==> src/rtl/core/mfc_pkg.sv <==
package mfc_pkg;

  localparam int unsigned FootCount     = 5;
  localparam int unsigned FootBits      = 5;
  localparam int unsigned PotW          = 10;
  localparam int unsigned TimeW         = 32;
  localparam int unsigned NumW          = 7;
  localparam int unsigned LevelW        = 7;
  localparam int unsigned ChanW         = 5;
  localparam int unsigned LongPressW    = 16;
  localparam int unsigned BankW         = 3;
  localparam int unsigned CfgIdxW       = 2;
  localparam int unsigned CfgDataW      = 16;

  localparam logic [LongPressW-1:0] LongPressReset = LongPressW'(1000);
  localparam logic [ChanW-1:0]      ChannelReset   = ChanW'(1);
  localparam logic [LevelW-1:0]     LevelOn        = LevelW'(127);
  localparam logic [LevelW-1:0]     LevelOff       = LevelW'(0);
  localparam logic [NumW-1:0]       PotController  = NumW'(7);
  localparam logic [NumW-1:0]       BankStep       = NumW'(5);

  typedef enum logic [CfgIdxW-1:0] {
    CfgLongPress = 2'd0,
    CfgChannel   = 2'd1
  } cfg_reg_e;

  typedef enum logic {
    KindControl = 1'b0,
    KindProgram = 1'b1
  } msg_kind_e;

  typedef struct packed {
    msg_kind_e          kind;
    logic [NumW-1:0]    number;
    logic [LevelW-1:0]  level;
  } msg_t;

endpackage

==> src/rtl/core/midi_footswitch_controller_unit.sv <==
// channel  direction  handshake                 beat payload
// in       sink       in_valid_i / in_stall_o   switch levels, pot sample, time
// out      source     out_valid_o / out_stall_i one message, last flag
// cfg      sink       cfg_valid_i / cfg_ready_o register index, write data
//
// a scan is computed combinationally and its messages land in a batch register
// the batch drains one message a cycle while out_stall_i is low
// the next scan is taken in the cycle the last message of the batch leaves
// a scan that makes no message leaves the batch empty
// reset clears mode, bank, switch tracking, pot value and the batch pending flags
module midi_footswitch_controller_unit #(
  parameter int unsigned FOOT_COUNT = mfc_pkg::FootCount
) (
  input  logic                              clk_i,
  input  logic                              rst_ni,
  input  logic                              in_valid_i,
  output logic                              in_stall_o,
  input  logic                              mode_switch_level_i,
  input  logic                              bank_switch_level_i,
  input  logic [mfc_pkg::FootBits-1:0]      foot_levels_i,
  input  logic [mfc_pkg::PotW-1:0]          pot_sample_i,
  input  logic [mfc_pkg::TimeW-1:0]         now_ms_i,
  output logic                              out_valid_o,
  input  logic                              out_stall_i,
  output logic                              message_kind_o,
  output logic [mfc_pkg::NumW-1:0]          number_o,
  output logic [mfc_pkg::LevelW-1:0]        level_o,
  output logic [mfc_pkg::ChanW-1:0]         channel_o,
  output logic                              last_o,
  input  logic                              cfg_valid_i,
  output logic                              cfg_ready_o,
  input  logic [mfc_pkg::CfgIdxW-1:0]       cfg_index_i,
  input  logic [mfc_pkg::CfgDataW-1:0]      cfg_data_i
);

  localparam int unsigned NFeet = (FOOT_COUNT > mfc_pkg::FootBits) ? mfc_pkg::FootBits
                                                                    : FOOT_COUNT;
  localparam int unsigned NSlot = NFeet + 1;

  logic [mfc_pkg::LongPressW-1:0] long_press_q;
  logic [mfc_pkg::ChanW-1:0]      channel_q;

  logic                        program_q, program_d;
  logic                        latching_q, latching_d;
  logic [mfc_pkg::BankW-1:0]   bank_q, bank_d;
  logic                        mode_held_q, mode_held_d;
  logic [mfc_pkg::TimeW-1:0]   press_start_q, press_start_d;
  logic                        bank_held_q, bank_held_d;
  logic [NFeet-1:0]            foot_held_q, foot_held_d;
  logic [NFeet-1:0]            foot_on_q, foot_on_d;
  logic [mfc_pkg::NumW-1:0]    last_pot_q, last_pot_d;

  mfc_pkg::msg_t               batch_q [NSlot];
  mfc_pkg::msg_t               batch_d [NSlot];
  logic [NSlot-1:0]            pend_q, pend_d, new_pend, sel;

  logic                        in_beat, out_beat, drain_last;
  logic [mfc_pkg::TimeW-1:0]   dur;
  logic [mfc_pkg::NumW-1:0]    base, pot7;
  mfc_pkg::msg_t               out_msg;

  assign cfg_ready_o = 1'b1;

  always_ff @(posedge clk_i or negedge rst_ni) begin
    if (!rst_ni) begin
      long_press_q <= mfc_pkg::LongPressReset;
      channel_q    <= mfc_pkg::ChannelReset;
    end else if (cfg_valid_i) begin
      unique case (cfg_index_i)
        mfc_pkg::CfgLongPress: long_press_q <= cfg_data_i;
        mfc_pkg::CfgChannel:   channel_q    <= cfg_data_i[mfc_pkg::ChanW-1:0];
        default: ;
      endcase
    end
  end

  // lowest pending slot goes out first
  assign sel        = pend_q & (~pend_q + NSlot'(1));
  assign out_valid_o = |pend_q;
  assign out_beat   = out_valid_o && !out_stall_i;
  assign drain_last = out_beat && (pend_q == sel);
  assign in_stall_o = out_valid_o && !drain_last;
  assign in_beat    = in_valid_i && !in_stall_o;

  always_comb begin
    out_msg = '0;
    for (int s = 0; s < NSlot; s++) begin
      if (sel[s]) out_msg = out_msg | batch_q[s];
    end
  end

  assign message_kind_o = out_msg.kind;
  assign number_o       = out_msg.number;
  assign level_o        = out_msg.level;
  assign channel_o      = channel_q;
  assign last_o         = (pend_q == sel);

  assign dur  = now_ms_i - press_start_q;
  assign pot7 = pot_sample_i[mfc_pkg::PotW-1 -: mfc_pkg::NumW];

  always_comb begin
    program_d     = program_q;
    latching_d    = latching_q;
    mode_held_d   = mode_held_q;
    press_start_d = press_start_q;
    bank_d        = bank_q;
    bank_held_d   = bank_held_q;
    foot_held_d   = foot_held_q;
    foot_on_d     = foot_on_q;
    last_pot_d    = last_pot_q;
    new_pend      = '0;
    for (int s = 0; s < NSlot; s++) batch_d[s] = batch_q[s];

    // mode switch
    if (!mode_switch_level_i && !mode_held_q) begin
      press_start_d = now_ms_i;
      mode_held_d   = 1'b1;
    end else if (mode_switch_level_i && mode_held_q) begin
      if (dur < {{(mfc_pkg::TimeW-mfc_pkg::LongPressW){1'b0}}, long_press_q}) begin
        program_d = !program_q;
      end else begin
        latching_d = !latching_q;
      end
      mode_held_d = 1'b0;
    end

    // bank switch
    if (!bank_switch_level_i && !bank_held_q) begin
      bank_d      = bank_q + mfc_pkg::BankW'(1);
      bank_held_d = 1'b1;
    end else if (bank_switch_level_i) begin
      bank_held_d = 1'b0;
    end

    // base is five times (bank index plus one)
    base = {{(mfc_pkg::NumW-mfc_pkg::BankW-2){1'b0}}, bank_d, 2'b00}
         + {{(mfc_pkg::NumW-mfc_pkg::BankW){1'b0}}, bank_d} + mfc_pkg::BankStep;

    for (int i = 0; i < NFeet; i++) begin
      batch_d[i].kind   = mfc_pkg::KindControl;
      batch_d[i].number = mfc_pkg::NumW'(i + 1) + base;
      batch_d[i].level  = mfc_pkg::LevelOff;
      if (!program_d) begin
        if (!foot_levels_i[i] && !foot_held_q[i]) begin
          if (!foot_on_q[i]) begin
            new_pend[i]      = 1'b1;
            batch_d[i].level = mfc_pkg::LevelOn;
            foot_on_d[i]     = 1'b1;
          end else if (latching_d) begin
            new_pend[i]  = 1'b1;
            foot_on_d[i] = 1'b0;
          end
          foot_held_d[i] = 1'b1;
        end else if (foot_levels_i[i]) begin
          if (!latching_d && foot_on_q[i]) begin
            new_pend[i]  = 1'b1;
            foot_on_d[i] = 1'b0;
          end
          foot_held_d[i] = 1'b0;
        end
      end else begin
        batch_d[i].kind   = mfc_pkg::KindProgram;
        batch_d[i].number = mfc_pkg::NumW'(i);
        if (!foot_levels_i[i] && !foot_held_q[i]) begin
          new_pend[i]    = 1'b1;
          foot_held_d[i] = 1'b1;
        end else if (foot_levels_i[i]) begin
          foot_held_d[i] = 1'b0;
        end
      end
    end

    // potentiometer
    batch_d[NFeet].kind   = mfc_pkg::KindControl;
    batch_d[NFeet].number = mfc_pkg::PotController;
    batch_d[NFeet].level  = pot7;
    if (pot7 != last_pot_q) begin
      new_pend[NFeet] = 1'b1;
      last_pot_d      = pot7;
    end

    if (in_beat) begin
      pend_d = new_pend;
    end else if (out_beat) begin
      pend_d = pend_q & ~sel;
    end else begin
      pend_d = pend_q;
    end
  end

  always_ff @(posedge clk_i or negedge rst_ni) begin
    if (!rst_ni) begin
      program_q     <= 1'b0;
      latching_q    <= 1'b0;
      bank_q        <= '0;
      mode_held_q   <= 1'b0;
      press_start_q <= '0;
      bank_held_q   <= 1'b0;
      foot_held_q   <= '0;
      foot_on_q     <= '0;
      last_pot_q    <= '0;
      pend_q        <= '0;
    end else begin
      pend_q <= pend_d;
      if (in_beat) begin
        program_q     <= program_d;
        latching_q    <= latching_d;
        bank_q        <= bank_d;
        mode_held_q   <= mode_held_d;
        press_start_q <= press_start_d;
        bank_held_q   <= bank_held_d;
        foot_held_q   <= foot_held_d;
        foot_on_q     <= foot_on_d;
        last_pot_q    <= last_pot_d;
      end
    end
  end

  always_ff @(posedge clk_i) begin
    if (in_beat) begin
      for (int s = 0; s < NSlot; s++) batch_q[s] <= batch_d[s];
    end
  end

  a_stall_busy : assert property (@(posedge clk_i) disable iff (!rst_ni)
    ($countones(pend_q) > 1) |-> in_stall_o)
    else $error("scan taken while batch still holds several messages");

  a_last_empties : assert property (@(posedge clk_i) disable iff (!rst_ni)
    (out_beat && last_o) |=> (!out_valid_o || $past(in_beat)))
    else $error("messages left after last beat");

  a_program_level : assert property (@(posedge clk_i) disable iff (!rst_ni)
    (out_valid_o && message_kind_o) |-> (level_o == mfc_pkg::LevelOff))
    else $error("program change with nonzero level");

  a_pend_on_scan : assert property (@(posedge clk_i) disable iff (!rst_ni)
    (in_beat && (pot7 != last_pot_q)) |=> out_valid_o)
    else $error("pot change produced no message");

endmodule
==> config.mk <==
export PLATFORM = sky130hd
export DESIGN_NAME = midi_footswitch_controller_unit
export DESIGN_NICKNAME = d
export VERILOG_FILES = /design/src/rtl/core/mfc_pkg.sv /design/src/rtl/core/midi_footswitch_controller_unit.sv
export SDC_FILE = /design/constraint.sdc
export NUM_CORES = 1
export LEC_CHECK = 0
export BUFFER_PORTS_ARGS = -buffer_cell sky130_fd_sc_hd__buf_2
export CAP_MARGIN = 20
export CORE_MARGIN = 2
export CORE_UTILIZATION = 60
export CTS_CLUSTER_DIAMETER = 30
export DETAILED_ROUTE_END_ITERATION = 16
export GPL_TIMING_DRIVEN = 0
export HOLD_SLACK_MARGIN = 0.02
export PLACE_DENSITY = 0.82
export SKIP_CTS_REPAIR_TIMING = 1
export SYNTH_ARGS = -nofsm -noshare
export SYNTH_HDL_FRONTEND = slang
export SYNTH_SLANG_ARGS = --single-unit
==> constraint.sdc <==
create_clock -name clk_i -period 5.4 [get_ports clk_i]
set_input_delay 0.54 -clock clk_i [delete_from_list [all_inputs] [get_ports clk_i]]
set_output_delay 0.54 -clock clk_i [all_outputs]
set_load 0.03 [all_outputs]
==> results.sh <==
export IMPL_outcome="complete, no violations"
export IMPL_finalSetupViolCount=0
export IMPL_drt_iter0_drc=413
export IMPL_max_freq_mhz=197
export IMPL_root_buffer="clkbuf_16"
export IMPL_n_antenna_cell=0
export IMPL_ir_worst_vdd_mv=0.385
export IMPL_setup_slack_ns=0.329
export IMPL_wirelength_um=19000
export IMPL_synth_edf_count=44
export IMPL_synthAdderAreaFrac=0.0933
export IMPL_synth_top_area_frac=0.228
export IMPL_end_kind="flop"
export IMPL_synth_xor_area_share=0.0492
export IMPL_synth_largest_area_cell="dfrtp_1"
export IMPL_switching_share=0.446
export IMPL_hold_violations=0
export IMPL_grt_max_degree=47
export IMPL_ys_ff_latch=127
export IMPL_yosys_warnings=0
export IMPL_fin_util=0.714
export IMPL_final_cell_mix="buf_2, nand2_1, inv_1"
export IMPL_avgRoutedWirePerCell_um=15.9
export IMPL_htree_levels=4
export IMPL_dpl_worst_slack_ns=-0.196
export IMPL_hp_class="in2async"
export IMPL_area_delta_synth_final_pct=17.4
export IMPL_cts_sinks=127
export IMPL_synth_avg_cell_area_um2=9.44
export IMPL_final_cell_area_um2=9790
export IMPL_p_int_mw=4.02
export IMPL_p_sw_mw=3.23
export IMPL_synthCells=884
export IMPL_insertion_delay_ns=0.43
export IMPL_vias_per_cell=5.91
export IMPL_synth_area_top_cells="dfrtp_1, edfxtp_1, ha_1"
export IMPL_muxShareOfSynthArea=0.0550
export IMPL_antenna_found_initial=0
export IMPL_yosysUniqueCellTypes=75
export IMPL_slew_headroom=0.401
export IMPL_pwr_share_seq=0.246
export IMPL_fin_skew_ns=0.00773
export IMPL_placeableCoreArea_um2=13700
export IMPL_gr_usage_all_layers=0.263
export IMPL_drtPass1Iterations=6
export IMPL_dieArea_um2=14900
export IMPL_finalCritPeriodShare=0.939
export IMPL_clockBufferDepth=2
export IMPL_syn_nets=1017
export IMPL_port_buffers=91
export IMPL_cp_required_ns=5.65
export IMPL_dp_hpwl_um=13900
export IMPL_crit_fanout=10
export IMPL_tightest_slew_ns=0.896
export IMPL_initial_core_util=0.608
export IMPL_power_share_clock=0.163
export IMPL_drv_slew=0
export IMPL_slowest_stage="ha_1"
export IMPL_numCtsBuffers=17
export IMPL_synth_ff_type="dfrtp_1"
export IMPL_yosysSeqAreaShare=0.408
export IMPL_power_density_nw_per_um2=741
export IMPL_fin_tns_setup_ns=0
export IMPL_netlist_area_um2=8340
export IMPL_grt_overflow=0
export IMPL_yosys_area_share_simple=0.150
export IMPL_final_common_cell="buf_2"
export IMPL_placed_cell_area_um2=9080
export IMPL_gp_congestion=0.915
export IMPL_async_flop_share=0.654
export IMPL_detail_route_antenna_nets=0
export IMPL_grt_pass1_wl_um=30800
export IMPL_post_route_cells_drive_above_1_share=0.204
export IMPL_cap_violations=0
export IMPL_cts_tree="yes"
export IMPL_p_leak_nw=4.37
export IMPL_first_global_vias=6706
export IMPL_rows=43
export IMPL_nets=1134
export IMPL_dieHeight_um=122
export IMPL_drc=0
export IMPL_path_cells="inv_1 > ha_1 > a21o_1 > a31oi_2 > a21boi_4 > a211oi_4 > o31ai_1 > xor2_1 > ha_1 > nand2_1 > nor2_1 > a211oi_1 > o221ai_1 > a221o_1 > a2111oi_2 > nand4_1 > and4b_2 > xnor2_2 > inv_1 > buf_2 > nor4_1"
export IMPL_path_clk_slew_ns=0.06
export IMPL_start_kind="flop"
export IMPL_pwr_share_comb=0.591
export IMPL_crit_type="reg2reg"
export IMPL_synth_compound_area_share=0.189
export IMPL_vias=7054
export IMPL_fin_crit_ns=5.07
export IMPL_boundaryPins=96
export IMPL_cpPeakStageDelay_ns=0.38
export IMPL_die_x_um=122
export IMPL_crit_arrival_ns=5.32
export IMPL_synth_top_family_by_area="compound AO/OA/AOI/OAI gates"
## sequential cells by signal (all words and copies together) (netlist names), 3 cells and up
signal	count
channel_o	5
foot_held_q	5
foot_on_q	5
batch_q	44
pend_q	6
long_press_q	16
last_pot_q	7
bank_q	3
press_start_q	32
## cell usage after synthesis, types with 8 or more instances
| cell type | count |
|---|---|
| mux2_2 | 39 |
| nand2_1 | 96 |
| o211ai_1 | 8 |
| and2_1 | 9 |
| o21ai_0 | 55 |
| nor2b_1 | 10 |
| nor3_1 | 15 |
| nand3_1 | 15 |
| inv_1 | 80 |
| edfxtp_1 | 44 |
| buf_2 | 9 |
| dfrtp_1 | 76 |
| a21o_1 | 18 |
| ha_1 | 59 |
| xnor2_1 | 28 |
| a21oi_1 | 58 |
| xor2_1 | 17 |
| a211o_1 | 9 |
| o21a_1 | 13 |
| clkbuf_1 | 24 |
| nand4_1 | 13 |
| a221o_1 | 8 |
| nor2_1 | 57 |
| or3_1 | 11 |
## cells by family after synthesis
| family | after synthesis |
|---|---|
| AND/OR/NAND/NOR | 260 |
| AO/OA/AOI/OAI | 233 |
| flip-flops | 127 |
| buffers and inverters | 115 |
| adder cells (fa/ha/maj) | 61 |
| XOR/XNOR | 46 |
| multiplexers | 41 |
| other | 1 |
## power groups by stage
stage	clock network [mW]	logic, mW	registers, mW
after global placement	0	3.98	1.79
after detailed placement	0	4.11	1.80
final	1.18	4.29	1.79
after floorplan	0	3.21	1.77
after global routing	1.23	4.75	1.83
after CTS	1.19	4.18	1.79
## routing by layer
metal | global-route usage | share of wire | routed length, µm
met1 | 0.315 | 0.41 | 7790
met2 | 0.468 | 0.51 | 9580
met3 | 0.0487 | 0.056 | 1060
met4 | 0.104 | 0.028 | 529
met5 | 0 | 0 | 0
## area by class of cell
cell class | count | area [µm²]
Buffer | 35 | 155
Clock buffer | 22 | 475
Clock inverter | 10 | 134
Fill cell | 1050 | 3930
Inverter | 80 | 300
Multi-Input combinational cell | 642 | 4550
Sequential cell | 127 | 3410
Tap cell | 180 | 225
Timing Repair Buffer | 98 | 543
## through the flow
| step | cells | power, mW | hold WS [ns] |
|---|---|---|---|
| after floorplan | 884 | 4.98 | 0.244 |
| after global placement | 1155 | 5.77 | 0.465 |
| after detailed placement | 1157 | 5.91 | 0.483 |
| after CTS | 1189 | 7.15 | 0.0931 |
| after global routing | 1194 | 7.81 | 0.115 |
| final | 1194 | 7.25 | 0.0812 |
## critical path: cells and delay by family, from the launching register on
family | cells | cell delay (ns)
adders and majority gates | 2 | 0.70
DFF | 1 | 0.33
xor gates and xnor gates | 2 | 0.34
and+or+nand+nor | 5 | 0.90
AOI/OAI and AO/OA | 9 | 2.13
buffers and inverters | 3 | 0.46
## worst paths after layout
kind,slack (ns),startpoint,cells after the start,to
setup / recovery,0.33,press_start_q[4],21,batch_q[3][6]
hold / removal,0.08,rst_ni,1,press_start_q[22]
setup reg to reg,0.33,press_start_q[4],21,batch_q[3][6]
hold reg to reg,0.49,last_pot_q[1],2,last_pot_q[1]
max in group asynchronous,4.66,rst_ni,2,long_press_q[6]
min in group clk_i,0.32,cfg_data_i[15],3,long_press_q[15]
(Power assumes the default switching activity.)
